===== src/rtl/core/assert_macros.svh =====
// Concurrent assertion helpers shared by the RTL.
// Define NO_ASSERTIONS to compile them out.
`ifndef ASSERT_MACROS_SVH
`define ASSERT_MACROS_SVH

`ifndef NO_ASSERTIONS

// Property must hold at every clock edge outside reset.
`define ASSERT_PROP(label, clk, rst_n, prop, msg) \
	label: assert property (@(posedge clk) disable iff (!rst_n) prop) else $error(msg);

// Expression must never be true outside reset.
`define ASSERT_NEVER(label, clk, rst_n, expr, msg) \
	label: assert property (@(posedge clk) disable iff (!rst_n) !(expr)) else $error(msg);

`else

`define ASSERT_PROP(label, clk, rst_n, prop, msg)
`define ASSERT_NEVER(label, clk, rst_n, expr, msg)

`endif

`endif


===== src/rtl/core/hni_pkg.sv =====
`timescale 1ns / 1ps

package hni_pkg;

	localparam int SITE_W  = 17;
	localparam int CELL_W  = SITE_W - 1;
	localparam int CFG_W   = 9;
	localparam int CFG_MAX = 2 ** CFG_W - 1;
	localparam int NS1_W   = CFG_W + 1;
	localparam int PROD_W  = 2 * CFG_W;
	localparam int NS2_W   = PROD_W + 1;
	localparam int MODE_W  = 2;
	localparam int DIM_W   = 2;
	localparam int ADDR_W  = 2;

	localparam int DIV_BITS = 2;

	localparam int IN_TDATA_W  = 24;
	localparam int OUT_TDATA_W = 56;

	localparam int MAX_CELLS_X_DEF = 256;
	localparam int MAX_CELLS_Y_DEF = 256;

	localparam logic [CFG_W-1:0] CELLS_X_RST = CFG_W'(4);
	localparam logic [CFG_W-1:0] CELLS_Y_RST = CFG_W'(4);

	typedef enum logic [ADDR_W-1:0] {
		CFG_CELLS_X   = 2'd0,
		CFG_CELLS_Y   = 2'd1,
		CFG_BOUNDARY  = 2'd2,
		CFG_DIMENSION = 2'd3
	} cfg_reg_t;

	typedef enum logic [MODE_W-1:0] {
		BND_PERIODIC   = 2'd0,
		BND_OPEN       = 2'd1,
		BND_PERIODIC_X = 2'd2,
		BND_PERIODIC_Y = 2'd3
	} bnd_mode_t;

	localparam logic [DIM_W-1:0] DIM_CHAIN = 2'd1;
	localparam logic [DIM_W-1:0] DIM_PLANE = 2'd2;

	// Lattice geometry derived from the configuration registers
	typedef struct packed {
		logic [CFG_W-1:0] cx;
		logic [CFG_W-1:0] cy;
		logic [NS1_W-1:0] ns1;
		logic [NS2_W-1:0] ns2;
		logic             px;
		logic             py;
		logic             chain;
		logic             chain_open;
	} geom_t;

	typedef struct packed {
		logic [SITE_W-1:0] site;
		logic              oor;
	} lookup_t;

	typedef struct packed {
		lookup_t          tag;
		logic [CELL_W-1:0] quo;
		logic [CFG_W-1:0]  rem;
	} div_res_t;

	// Field order matches m_axis_tdata, lowest field last
	typedef struct packed {
		logic              pad;
		logic              oor;
		logic              xv;
		logic [SITE_W-1:0] xn;
		logic              yv;
		logic [SITE_W-1:0] yn;
		logic              zv;
		logic [SITE_W-1:0] zn;
	} res_t;

endpackage


===== src/rtl/core/hni_cfg.sv =====
`timescale 1ns / 1ps

module hni_cfg import hni_pkg::*; #(
	parameter int MAX_CELLS_X = MAX_CELLS_X_DEF,
	parameter int MAX_CELLS_Y = MAX_CELLS_Y_DEF
) (
	input  logic              clk,
	input  logic              arst_n,
	input  logic              we,
	input  logic [ADDR_W-1:0] addr,
	input  logic [CFG_W-1:0]  wdata,
	output geom_t             geom
);

	localparam logic [CFG_W-1:0] CAP_X =
		(MAX_CELLS_X > CFG_MAX) ? CFG_W'(CFG_MAX) : CFG_W'(MAX_CELLS_X);
	localparam logic [CFG_W-1:0] CAP_Y =
		(MAX_CELLS_Y > CFG_MAX) ? CFG_W'(CFG_MAX) : CFG_W'(MAX_CELLS_Y);

	logic [CFG_W-1:0]  cells_x_q;
	logic [CFG_W-1:0]  cells_y_q;
	bnd_mode_t         mode_q;
	logic [DIM_W-1:0]  dim_q;
	geom_t             geom_q;
	geom_t             geom_d;
	logic [PROD_W-1:0] area;

	function automatic logic [CFG_W-1:0] eff_cells(input logic [CFG_W-1:0] v,
			input logic [CFG_W-1:0] cap);
		if (v == '0) begin
			return CFG_W'(1);
		end else if (v > cap) begin
			return cap;
		end else begin
			return v;
		end
	endfunction

	always_ff @(posedge clk or negedge arst_n) begin
		if (!arst_n) begin
			cells_x_q <= CELLS_X_RST;
			cells_y_q <= CELLS_Y_RST;
			mode_q    <= BND_PERIODIC;
			dim_q     <= DIM_PLANE;
		end else if (we) begin
			unique case (cfg_reg_t'(addr))
				CFG_CELLS_X:   cells_x_q <= wdata;
				CFG_CELLS_Y:   cells_y_q <= wdata;
				CFG_BOUNDARY:  mode_q    <= bnd_mode_t'(wdata[MODE_W-1:0]);
				CFG_DIMENSION: dim_q     <= wdata[DIM_W-1:0];
			endcase
		end
	end

	always_comb begin
		geom_d.cx = eff_cells(cells_x_q, CAP_X);
		geom_d.cy = eff_cells(cells_y_q, CAP_Y);
		area = {{CFG_W{1'b0}}, geom_d.cx} * {{CFG_W{1'b0}}, geom_d.cy};
		geom_d.ns1 = {geom_d.cx, 1'b0};
		geom_d.ns2 = {area, 1'b0};
		geom_d.px = (mode_q == BND_PERIODIC) || (mode_q == BND_PERIODIC_X);
		geom_d.py = (mode_q == BND_PERIODIC) || (mode_q == BND_PERIODIC_Y);
		geom_d.chain = (dim_q == DIM_CHAIN);
		geom_d.chain_open = (mode_q == BND_OPEN);
	end

	// Registered copy of the geometry; items first read it once accepted into the input register
	always_ff @(posedge clk) begin
		geom_q <= geom_d;
	end

	assign geom = geom_q;

endmodule


===== src/rtl/core/hni_div.sv =====
`timescale 1ns / 1ps
`include "assert_macros.svh"

module hni_div import hni_pkg::*; (
	input  logic             clk,
	input  logic             arst_n,
	input  logic [CFG_W-1:0] cx,
	input  logic             in_valid,
	output logic             in_ready,
	input  lookup_t          in_tag,
	output logic             out_valid,
	input  logic             out_ready,
	output div_res_t         out_res
);

	localparam int STAGES = CELL_W / DIV_BITS;

	typedef struct packed {
		lookup_t           tag;
		logic [CELL_W-1:0] work;
		logic [CFG_W-1:0]  rem;
	} dstage_t;

	dstage_t             div_s  [STAGES];
	dstage_t             prev_d [STAGES];
	logic [STAGES-1:0]   v_s;
	logic [STAGES-1:0]   prev_v;
	logic [STAGES-1:0]   ld;
	logic [PROD_W+CELL_W-1:0] chk_lhs;
	logic [PROD_W+CELL_W-1:0] chk_rhs;

	// Restoring division, DIV_BITS quotient bits per stage. The work word
	// shifts dividend bits out at the top and quotient bits in at the bottom.
	function automatic dstage_t div_steps(input dstage_t d, input logic [CFG_W-1:0] dv);
		dstage_t        r;
		logic [CFG_W:0] part;
		logic           qb;
		r = d;
		for (int k = 0; k < DIV_BITS; k++) begin
			part = {r.rem, r.work[CELL_W-1]};
			qb = (part >= {1'b0, dv});
			if (qb) begin
				part = part - {1'b0, dv};
			end
			r.rem  = part[CFG_W-1:0];
			r.work = {r.work[CELL_W-2:0], qb};
		end
		return r;
	endfunction

	always_comb begin
		prev_v[0]       = in_valid;
		prev_d[0].tag   = in_tag;
		prev_d[0].work  = in_tag.site[SITE_W-1:1];
		prev_d[0].rem   = '0;
		for (int k = 1; k < STAGES; k++) begin
			prev_v[k] = v_s[k-1];
			prev_d[k] = div_s[k-1];
		end
	end

	// Advance a stage when it is empty or its item moves on
	always_comb begin
		ld[STAGES-1] = !v_s[STAGES-1] || out_ready;
		for (int k = STAGES - 2; k >= 0; k--) begin
			ld[k] = !v_s[k] || ld[k+1];
		end
	end

	always_ff @(posedge clk or negedge arst_n) begin
		if (!arst_n) begin
			v_s <= '0;
		end else begin
			for (int k = 0; k < STAGES; k++) begin
				if (ld[k]) begin
					v_s[k] <= prev_v[k];
				end
			end
		end
	end

	always_ff @(posedge clk) begin
		for (int k = 0; k < STAGES; k++) begin
			if (ld[k]) begin
				div_s[k] <= div_steps(prev_d[k], cx);
			end
		end
	end

	assign in_ready    = ld[0];
	assign out_valid   = v_s[STAGES-1];
	assign out_res.tag = div_s[STAGES-1].tag;
	assign out_res.quo = div_s[STAGES-1].work;
	assign out_res.rem = div_s[STAGES-1].rem;

	assign chk_lhs = {{PROD_W{1'b0}}, out_res.quo} * {{(PROD_W+CELL_W-CFG_W){1'b0}}, cx}
		+ {{(PROD_W+CELL_W-CFG_W){1'b0}}, out_res.rem};
	assign chk_rhs = {{PROD_W{1'b0}}, out_res.tag.site[SITE_W-1:1]};

	`ASSERT_PROP(a_rem_below_divisor, clk, arst_n, out_valid |-> (out_res.rem < cx), "remainder not below cell count")
	`ASSERT_PROP(a_quotient_exact, clk, arst_n, out_valid |-> (chk_lhs == chk_rhs), "quotient times divisor plus remainder differs from cell")

endmodule


===== src/rtl/core/hni_nbr.sv =====
`timescale 1ns / 1ps
`include "assert_macros.svh"

module hni_nbr import hni_pkg::*; (
	input  logic     clk,
	input  logic     arst_n,
	input  geom_t    geom,
	input  logic     in_valid,
	output logic     in_ready,
	input  div_res_t in_res,
	output logic     out_valid,
	input  logic     out_ready,
	output res_t     out_res
);

	typedef struct packed {
		logic              oor;
		logic              chain;
		logic              sub;
		logic [SITE_W-1:0] site;
		logic [SITE_W-1:0] zc;
		logic              zcv;
		logic [SITE_W-1:0] yc;
		logic              ycv;
		logic [CFG_W-1:0]  niy;
		logic              yv;
		logic [CFG_W-1:0]  nix;
		logic              xv;
		logic [CFG_W-1:0]  nj;
	} bond_t;

	bond_t             bond_d;
	bond_t             bond_s1;
	bond_t             bond_s2;
	logic [PROD_W-1:0] row_s2;
	res_t              res_d;
	res_t              res_s3;
	logic              v_s1, v_s2, v_s3;
	logic              ld1, ld2, ld3;

	logic [CFG_W-1:0]  i_c, j_c, ip, im, jp, jm, nyi, nxi;
	logic              ipv, imv, jpv, jmv, njv, nyv, nxv, sub, odd;
	logic [PROD_W-1:0] by, bx;

	// Stage 1: wrapped cell steps and chain neighbors
	always_comb begin
		i_c = in_res.rem;
		j_c = in_res.quo[CFG_W-1:0];
		sub = in_res.tag.site[0];
		odd = j_c[0];

		ip = '0; ipv = 1'b0;
		if (({1'b0, i_c} + (CFG_W+1)'(1)) < {1'b0, geom.cx}) begin
			ip = i_c + 1'b1; ipv = 1'b1;
		end else if (geom.px) begin
			ipv = 1'b1;
		end

		im = '0; imv = 1'b0;
		if (i_c != '0) begin
			im = i_c - 1'b1; imv = 1'b1;
		end else if (geom.px) begin
			im = geom.cx - 1'b1; imv = 1'b1;
		end

		jp = '0; jpv = 1'b0;
		if (({1'b0, j_c} + (CFG_W+1)'(1)) < {1'b0, geom.cy}) begin
			jp = j_c + 1'b1; jpv = 1'b1;
		end else if (geom.py) begin
			jpv = 1'b1;
		end

		jm = '0; jmv = 1'b0;
		if (j_c != '0) begin
			jm = j_c - 1'b1; jmv = 1'b1;
		end else if (geom.py) begin
			jm = geom.cy - 1'b1; jmv = 1'b1;
		end

		// Upper site bonds go a row up, lower site bonds a row down
		bond_d.nj = sub ? jp : jm;
		njv       = sub ? jpv : jmv;

		priority if (!sub && odd) begin
			nyi = ip; nyv = ipv;
		end else if (sub && !odd) begin
			nyi = im; nyv = imv;
		end else begin
			nyi = i_c; nyv = 1'b1;
		end

		priority if (sub && odd) begin
			nxi = ip; nxv = ipv;
		end else if (!sub && !odd) begin
			nxi = im; nxv = imv;
		end else begin
			nxi = i_c; nxv = 1'b1;
		end

		bond_d.oor   = in_res.tag.oor;
		bond_d.chain = geom.chain;
		bond_d.sub   = sub;
		bond_d.site  = in_res.tag.site;
		bond_d.niy   = nyi;
		bond_d.yv    = nyv && njv;
		bond_d.nix   = nxi;
		bond_d.xv    = nxv && njv;

		bond_d.zc = '0; bond_d.zcv = 1'b0;
		if (({1'b0, in_res.tag.site} + (SITE_W+1)'(1))
				< {{(SITE_W+1-NS1_W){1'b0}}, geom.ns1}) begin
			bond_d.zc = in_res.tag.site + 1'b1; bond_d.zcv = 1'b1;
		end else if (!geom.chain_open) begin
			bond_d.zcv = 1'b1;
		end

		bond_d.yc = '0; bond_d.ycv = 1'b0;
		if (in_res.tag.site != '0) begin
			bond_d.yc = in_res.tag.site - 1'b1; bond_d.ycv = 1'b1;
		end else if (!geom.chain_open) begin
			bond_d.yc = {{(SITE_W-NS1_W){1'b0}}, geom.ns1} - 1'b1; bond_d.ycv = 1'b1;
		end
	end

	// Stage 3: assemble site numbers from row base and column
	always_comb begin
		by = row_s2 + {{CFG_W{1'b0}}, bond_s2.niy};
		bx = row_s2 + {{CFG_W{1'b0}}, bond_s2.nix};
		res_d = '0;
		priority if (bond_s2.oor) begin
			res_d.oor = 1'b1;
		end else if (bond_s2.chain) begin
			res_d.zv = bond_s2.zcv;
			res_d.zn = bond_s2.zcv ? bond_s2.zc : '0;
			res_d.yv = bond_s2.ycv;
			res_d.yn = bond_s2.ycv ? bond_s2.yc : '0;
		end else begin
			res_d.zv = 1'b1;
			res_d.zn = bond_s2.site ^ SITE_W'(1);
			res_d.yv = bond_s2.yv;
			res_d.yn = bond_s2.yv ? SITE_W'({by, ~bond_s2.sub}) : '0;
			res_d.xv = bond_s2.xv;
			res_d.xn = bond_s2.xv ? SITE_W'({bx, ~bond_s2.sub}) : '0;
		end
	end

	assign ld3 = !v_s3 || out_ready;
	assign ld2 = !v_s2 || ld3;
	assign ld1 = !v_s1 || ld2;

	always_ff @(posedge clk or negedge arst_n) begin
		if (!arst_n) begin
			v_s1 <= 1'b0;
			v_s2 <= 1'b0;
			v_s3 <= 1'b0;
		end else begin
			if (ld1) begin
				v_s1 <= in_valid;
			end
			if (ld2) begin
				v_s2 <= v_s1;
			end
			if (ld3) begin
				v_s3 <= v_s2;
			end
		end
	end

	always_ff @(posedge clk) begin
		if (ld1) begin
			bond_s1 <= bond_d;
		end
		if (ld2) begin
			bond_s2 <= bond_s1;
			row_s2  <= {{CFG_W{1'b0}}, geom.cx} * {{CFG_W{1'b0}}, bond_s1.nj};
		end
		if (ld3) begin
			res_s3 <= res_d;
		end
	end

	assign in_ready  = ld1;
	assign out_valid = v_s3;
	assign out_res   = res_s3;

	`ASSERT_PROP(a_oor_clears_all, clk, arst_n, (out_valid && out_res.oor) |-> ((out_res.zv || out_res.yv || out_res.xv) == 1'b0 && (out_res.zn | out_res.yn | out_res.xn) == '0), "out of range site has a neighbor")
	`ASSERT_NEVER(a_chain_no_x, clk, arst_n, out_valid && geom.chain && out_res.xv, "x bond reported in chain mode")
	`ASSERT_PROP(a_plane_has_partner, clk, arst_n, (out_valid && !out_res.oor && !geom.chain) |-> out_res.zv, "in range plane site lacks cell partner")

endmodule


===== src/rtl/core/honeycomb_neighbor_index.sv =====
`timescale 1ns / 1ps
// Honeycomb lattice neighbor lookup.
// Input stream s_axis carries one site index per item; output stream m_axis
// returns its z, y and x bond neighbors with valid flags and an out-of-range
// flag, one result item per input item, in order.
// The configuration port (cfg_we, cfg_addr, cfg_wdata) sets cells_x (0),
// cells_y (1), boundary_mode (2) and dimension (3); write it only while no
// item is in flight.
// Throughput: one item per cycle while m_axis_tready stays high. Row and column
// come from a pipelined restoring divider (cell index site >> 1 divided by
// cells_x, two quotient bits per stage, 8 stages), followed by a step/wrap
// stage, a row multiply stage and the output register.
// Reset empties the pipeline and loads cells_x = cells_y = 4, periodic
// boundaries and the plane lattice.
// When m_axis_tready is low the result holds; empty stages keep filling, so
// s_axis_tready drops only once every stage holds an item.

module honeycomb_neighbor_index import hni_pkg::*; #(
	parameter int MAX_CELLS_X = MAX_CELLS_X_DEF,
	parameter int MAX_CELLS_Y = MAX_CELLS_Y_DEF
) (
	input  logic                   clk,
	input  logic                   arst_n,
	input  logic                   cfg_we,
	input  logic [ADDR_W-1:0]      cfg_addr,
	input  logic [CFG_W-1:0]       cfg_wdata,
	input  logic                   s_axis_tvalid,
	output logic                   s_axis_tready,
	// site_index [16:0], zero fill above
	input  logic [IN_TDATA_W-1:0]  s_axis_tdata,
	output logic                   m_axis_tvalid,
	input  logic                   m_axis_tready,
	// z_neighbor [16:0], z_valid [17], y_neighbor [34:18], y_valid [35],
	// x_neighbor [52:36], x_valid [53], site_out_of_range [54], zero [55]
	output logic [OUT_TDATA_W-1:0] m_axis_tdata
);

	geom_t             geom;
	logic [SITE_W-1:0] site_s1;
	logic              valid_s1;
	logic              ld_s1;
	logic              oor;
	lookup_t           div_tag;
	logic              div_in_ready;
	logic              div_out_valid;
	div_res_t          div_res;
	logic              nbr_in_ready;
	res_t              res;

	hni_cfg #(
		.MAX_CELLS_X(MAX_CELLS_X),
		.MAX_CELLS_Y(MAX_CELLS_Y)
	) u_cfg (
		.clk   (clk),
		.arst_n(arst_n),
		.we    (cfg_we),
		.addr  (cfg_addr),
		.wdata (cfg_wdata),
		.geom  (geom)
	);

	assign ld_s1         = !valid_s1 || div_in_ready;
	assign s_axis_tready = ld_s1;

	always_ff @(posedge clk or negedge arst_n) begin
		if (!arst_n) begin
			valid_s1 <= 1'b0;
		end else if (ld_s1) begin
			valid_s1 <= s_axis_tvalid;
		end
	end

	always_ff @(posedge clk) begin
		if (ld_s1) begin
			site_s1 <= s_axis_tdata[SITE_W-1:0];
		end
	end

	always_comb begin
		if (geom.chain) begin
			oor = site_s1 >= {{(SITE_W-NS1_W){1'b0}}, geom.ns1};
		end else begin
			oor = {{(NS2_W-SITE_W){1'b0}}, site_s1} >= geom.ns2;
		end
		div_tag.site = site_s1;
		div_tag.oor  = oor;
	end

	hni_div u_div (
		.clk      (clk),
		.arst_n   (arst_n),
		.cx       (geom.cx),
		.in_valid (valid_s1),
		.in_ready (div_in_ready),
		.in_tag   (div_tag),
		.out_valid(div_out_valid),
		.out_ready(nbr_in_ready),
		.out_res  (div_res)
	);

	hni_nbr u_nbr (
		.clk      (clk),
		.arst_n   (arst_n),
		.geom     (geom),
		.in_valid (div_out_valid),
		.in_ready (nbr_in_ready),
		.in_res   (div_res),
		.out_valid(m_axis_tvalid),
		.out_ready(m_axis_tready),
		.out_res  (res)
	);

	assign m_axis_tdata = res;

endmodule

===== config.mk =====
export PLATFORM = sky130hd
export DESIGN_NAME = honeycomb_neighbor_index
export DESIGN_NICKNAME = d
export VERILOG_FILES = /design/src/rtl/core/hni_pkg.sv /design/src/rtl/core/hni_cfg.sv /design/src/rtl/core/hni_div.sv /design/src/rtl/core/hni_nbr.sv /design/src/rtl/core/honeycomb_neighbor_index.sv
export VERILOG_INCLUDE_DIRS = /design/src /design/src/rtl/core
export SDC_FILE = /design/constraint.sdc
export NUM_CORES = 1
export LEC_CHECK = 0
export ABC_AREA = 1
export ABC_CLOCK_PERIOD_IN_PS = 8200
export BUFFER_PORTS_ARGS = -buffer_cell sky130_fd_sc_hd__buf_2
export CORE_MARGIN = 2
export CORE_UTILIZATION = 30
export DETAILED_ROUTE_END_ITERATION = 8
export MAX_ROUTING_LAYER = met4
export SLEW_MARGIN = 5
export SYNTH_ARGS = -nofsm -noshare
export SYNTH_HDL_FRONTEND = slang
export SYNTH_SLANG_ARGS = --single-unit
export TNS_END_PERCENT = 50

===== constraint.sdc =====
create_clock -name clk -period 8.2 [get_ports clk]
set_input_delay 0.41 -clock clk [delete_from_list [all_inputs] [get_ports clk]]
set_output_delay 0.41 -clock clk [all_outputs]
set_load 0.02 [all_outputs]

==> impl_metrics.toml, run 1 <==
[timing]
maxSlewViolCount = 0
finalWorstSetupSlack_ps = 2720
fmax_ghz = 0.183
relSlewSlack_pct = 26.1
fin_worst_skew_ps = 43.7
fin_crit_ps = 5480
tightest_slew_ps = 1110
period_share_pct = 66.8
setup-tns-final_ps = 0
rsz0062_at_grt = "no"
setup_viol = 0
hold_violations = 0

[clock_network]
clkSinkCount = 562
cts_tree = "yes"
cts_max_level = 2
clock-root-buffer = "clkbuf_16"
cts-buffers-inserted = 61
postCtsSetupBuffers = 0
clockBufferDepth = 3
cts-resized-gates = 0
path_clk_slew_ps = 60
clock_latency_ps = 670

[grt]
grt_pass1_wl_mm = 132
grt_max_degree = 68
grt_pass1_vias = 24300
antenna_found_initial = 1
grt_overflow = 0
track_usage_pct = 14.2

[cells_and_area]
design_area_um2 = 39500
final_cell_mix = "nand2_1 (846), inv_1 (514), edfxtp_1 (488)"
antennaDiodeCount = 0
final_util_pct = 34.1
final_common_cell = "nand2_1"
synthToLayoutAreaGrowth_pct = 13.2
drive_above_1_share_pct = 8.17
num-fill-cells = 11700
fin_nets = 4255

[status]
outcome = "finished clean"

[logic_synthesis]
ys.warnings.count = 0
synthAdderAreaFrac_pct = 16.8
syn_avg_cell_area_um2 = 9.53
synth-compound-area-share_pct = 8.50
yosysSeqAreaShare_pct = 46.7
async_flop_share_pct = 6.05
synth_cell_types = 62
synth_ff_type = "edfxtp_1"
synth_area_um2 = 34900
synth_area_leaders = "edfxtp_1 (42%), ha_1 (10%), nand2_1 (9.1%)"
synth_xor_area_share_pct = 3.99
syn_inst = 3665
synth_edf_count = 488
synth_top_area_share_pct = 42.0
ys_ff_latch = 562
synth-simple-area-share_pct = 17.4
synth_top_family_by_area = "simple AND/OR/NAND/NOR gates"
yosysTopAreaCell = "edfxtp_1"
synth_mux_area_share_pct = 0

[setup_path]
crit_path_start_kind = "register"
critPathKind = "reg2reg"
end_kind = "register"
cp_data_required_time_ps = 8580
path_max_fanout = 16
cp.arrival_ps = 5860

[route]
num_vias = 24900
dr.pass1.iters = 6
wl_mm = 82.6
drtIter0Drc = 1549
routedWlPerCell_um = 15.3
drc = 0
detail-route-antenna-nets = 0
via_per_inst = 4.62

[floorplanning]
die_x_um = 345
start_util_pct = 30.2
rows = 125
die_h_um = 345
die_area_um2 = 119000
io_pins = 98
core_um2 = 116000

[placed_design]
port_buffers = 89
placed_area_um2 = 37200
post-place-ws_ps = 2810
gp_congestion = 0.930
hpwl_mm = 62.6

[worst_hold_path]
hold_path_class = "in2reg"

[flow_run]
drv_cap = 0
area by class of cell:
class	instances	area, µm²	share of cell area (%)
multi-input combinational	2524	16400	41.4
sequential	562	16300	41.3
inverter	530	1990	5.04
tap	1524	1910	4.83
clock buffer	67	1550	3.92
timing repair buffer	136	848	2.15
clock inverter	48	534	1.35
flip-flops by register name, summed over array words and instances (netlist names), 2 cells and up:
signal,cells
site_s1,17
u_cfg.cells_y_q,9
u_cfg.geom,40
u_div.div_s,241
u_cfg.mode_q,2
u_nbr.bond_s2,75
u_nbr.row_s2,16
u_div.v_s,8
u_nbr.bond_s1,84
u_nbr.out_res,55
u_cfg.cells_x_q,9
u_cfg.dim_q,2
through the flow:
step,hold slack [ps],instances
2_1_floorplan,114,3672
3_3_place_gp,401,5256
3_5_place_dp,405,5256
4_1_cts,12.5,5391
5_1_grt,41.0,5391
6_report,49.7,5391
worst max-delay path, stage by stage, from the launching register on:
cell      delay [ps]
dfxtp_1          750
inv_1            590
buf_4            380
ha_1             390
nand2_1           80
inv_1             50
nand2_1           60
nand2_1          100
nand2_1          100
nand2_1           80
a21oi_2          510
nand2_1           80
o21ai_0          140
inv_1            110
fa_1             440
nand3b_1         170
nand2_1          160
nand2_1           70
nand3_1          110
a21boi_0          90
nand3_1          350
inv_1            200
nand2_1          100
nand2_1           50
per-layer routing:
metal / vias up / global-route usage (%) / wire length, µm
li1: 12600 / - / -
met1: 11600 / 19.1 / 39300
met2: 577 / 22.4 / 37300
met3: 136 / 1.74 / 3750
met4: 0 / 4.07 / 2230
met5: - / - / 0
cell families (layout without fill, tap and decap cells):
group | after synthesis | in the layout
simple gates | 1443 | 1443
other cells | 1 | 8
xor+xnor | 159 | 159
flops | 562 | 562
buf+inv | 586 | 781
compound gates | 514 | 514
fa+ha+maj | 400 | 400
synthesized netlist by cell type (all sizes together) (2+ instances only):
| master | number |
|---|---|
| nand2 | 856 |
| inv | 525 |
| edfxtp | 488 |
| nor2 | 297 |
| ha | 284 |
| a21oi | 218 |
| o21ai | 172 |
| nand3 | 169 |
| fa | 116 |
| xor2 | 100 |
| xnor2 | 59 |
| nand4 | 54 |
| dfxtp | 40 |
| clkbuf | 33 |
| dfrtp | 31 |
| a21o | 27 |
| nor3 | 25 |
| buf | 23 |
| a31oi | 18 |
| or2 | 17 |
| o211ai | 16 |
| nand3b | 12 |
| a22oi | 11 |
| a21boi | 9 |
| o22ai | 9 |
| o21a | 7 |
| o21bai | 7 |
| o31ai | 7 |
| clkinv | 5 |
| a41oi | 4 |
| nor3b | 4 |
| o2111ai | 4 |
| a211oi | 3 |
| dfstp | 3 |
| nor4 | 3 |
| and2 | 2 |
| and3 | 2 |
| nand2b | 2 |
final timing paths:
kind / startpoint / end / slack (ps) / cells past startpoint
worst max-delay path: u_cfg.geom[44] / u_div.div_s[0][92] / 2720 / 23
worst min-delay path: cfg_wdata[4] / u_cfg.cells_x_q[4] / 50 / 3
worst max register to register: u_cfg.geom[44] / u_div.div_s[0][92] / 2720 / 23
worst min register to register: u_div.div_s[1][42] / u_div.div_s[1][85] / 390 / 0
max in group asynchronous: arst_n / u_div.v_s[0] / 7100 / 2
min in group asynchronous: arst_n / u_cfg.dim_q[0] / 430 / 2
what timing repair did:
| item | 4_1_cts | 5_1_grt |
|---|---|---|
| endpoints found under the setup margin | 0 | 0 |
| endpoints found under the hold margin | 51 | 0 |
| hold buffers | 20 | 0 |
Power of run 1 is not shown: default switching activity piles up to over one toggle a cycle in this logic, so the estimate is an artifact.
==> run 2, diff against run 1 <==
Settings changed: ABC_CLOCK_PERIOD_IN_PS 8200 to 5300.
Clock period 8.2 ns to 5.3 ns, I/O delays scaled along.
==> impl_metrics.toml, run 2 (synthesis results as in run 1) <==
[cells_and_area]
design_area_um2 = 40100
drive_above_1_share_pct = 9.15
largest_registers = "u_div.div_s x241, u_nbr.bond_s1 x84, u_nbr.bond_s2 x75"
antennaDiodeCount = 0
final_common_cell = "nand2_1"
final_cell_mix = "nand2_1 (844), inv_1 (514), edfxtp_1 (488)"
synthToLayoutAreaGrowth_pct = 14.9
fin_nets = 4314
largest_reg_flops = 241
top_register = "u_div.div_s"

[clock_network]
cts-buffers-inserted = 67
clockBufferDepth = 3
clock_latency_ps = 630
clock-root-buffer = "clkbuf_16"
cts_max_level = 3
clkSinkCount = 562
path_clk_slew_ps = 70
cts_tree = "yes"
postCtsSetupBuffers = 0

[grt]
grt_overflow = 0
grt_max_degree = 68
track_usage_pct = 14.7
grt_pass1_wl_mm = 137
grt_pass1_vias = 25100
antenna_found_initial = 1

[route]
detail-route-antenna-nets = 0
routedWlPerCell_um = 15.4
via_per_inst = 4.64
maxUsedRoutingLayer = "met4"
wl_met2_mm = 39.0
wl_met3_mm = 3.68
num_vias = 25300
wl_mm = 84.1
drc = 0
drt-met1-wl_mm = 39.7
dr.pass1.iters = 5
drtIter0Drc = 1851

[floorplanning]
start_util_pct = 30.2
rows = 125
io_pins = 98
die_x_um = 345
core_um2 = 116000
die_area_um2 = 119000
die_h_um = 345

[setup_path]
cp.arrival_ps = 5410
reg2reg_depth = 22
end_kind = "register"
critPathSlowestCell = "fa_1"
crit_path_start_kind = "register"
worstPathCellList = "nor2_1, nand2_1, nor3_1, nand3_1, inv_1, nor2_1, inv_1, nand2_1, buf_4, nor2_1, fa_1, fa_1, fa_1, inv_1, fa_1, inv_1, ha_1, a21oi_1, o21ai_0, nor2_1, o21ai_0, xor2_1"
cp_data_required_time_ps = 5810
path_max_fanout = 7
critPathKind = "reg2reg"
slowest_delay_ps = 570

[timing]
rsz0062_at_grt = "no"
fin_worst_skew_ps = 40.0
relSlewSlack_pct = 26.5
fmax_ghz = 0.204
maxSlewViolCount = 0
setup-tns-final_ps = 0
period_share_pct = 92.5
tightest_slew_ps = 1100
fin_crit_ps = 4900
setup_viol = 0
hold_violations = 0

[placed_design]
placed_area_um2 = 37600
hpwl_mm = 63.7
port_buffers = 89
gp_congestion = 0.923

[flow_run]
drv_cap = 0

[worst_hold_path]
hold_path_class = "in2async"

[status]
outcome = "finished clean"
[run 2: cell types whose count changed in the layout (fill, tap and decap cells not counted), moves of 3 or more]
cell | before | now
buf_12 | 0 | 5
buf_4 | 27 | 62
bufinv_16 | 8 | 5
clkbuf_1 | 6 | 10
clkbuf_16 | 61 | 68
clkinv_2 | 10 | 5
clkinv_4 | 3 | 6
dlygate4sd3_1 | 20 | 33
inv_6 | 11 | 4
[run 2: metal layers]
metal / global-route usage (%) / vias up
li1: - / 12700
met1: 19.6 / 11900
met2: 23.4 / 538
met3: 2.21 / 114
met4: 3.83 / 0
met5: - / -
[run 2: worst paths after layout]
check,slack [ps],endpoint,startpoint
max,400,u_cfg.geom[17],u_cfg.cells_y_q[2]
min,320,u_cfg.cells_y_q[1],arst_n
max reg2reg,400,u_cfg.geom[17],u_cfg.cells_y_q[2]
min reg2reg,410,u_nbr.bond_s2[72],u_nbr.bond_s1[72]
max in group asynchronous,4340,valid_s1,arst_n
min in group clk,350,site_s1[15],s_axis_tdata[15]
[run 2: layout make-up]
class / instances / area (µm²)
tap: 1524 / 1910
fill: 11700 / 75600
inverter: 530 / 1990
multi-input combinational: 2524 / 16400
clock buffer: 78 / 1740
clock inverter: 41 / 448
sequential: 562 / 16300
timing repair buffer: 189 / 1340
[run 2: per-stage QoR]
stage	util, %	instances	worst slack [ps]	hold WS, ps
detailed placement	32.5	5296	345	405
global route	34.7	5448	34.3	329
global placement	32.5	5296	318	401
CTS	34.7	5448	269	309
finish	34.7	5448	398	322
floorplan	-	3672	265	-30.6
[run 2: what timing repair did]
| item | CTS | global route |
|---|---|---|
| endpoints found under the hold margin | 71 | 0 |
| setup endpoints to repair | 0 | 3 |
| resized for setup | 0 | 4 |
| hold buffers | 33 | 0 |
[run 2: critical path: cells and delay by family (launching register included)]
| kind | cells | cell delay (ps) |
|---|---|---|
| XOR/XNOR | 1 | 150 |
| flip-flops | 1 | 540 |
| adder cells (fa/ha/maj) | 5 | 2480 |
| AND/OR/NAND/NOR | 8 | 710 |
| AO/OA/AOI/OAI | 3 | 450 |
| buffers and inverters | 5 | 440 |
Power of run 2 is left out for the same reason.
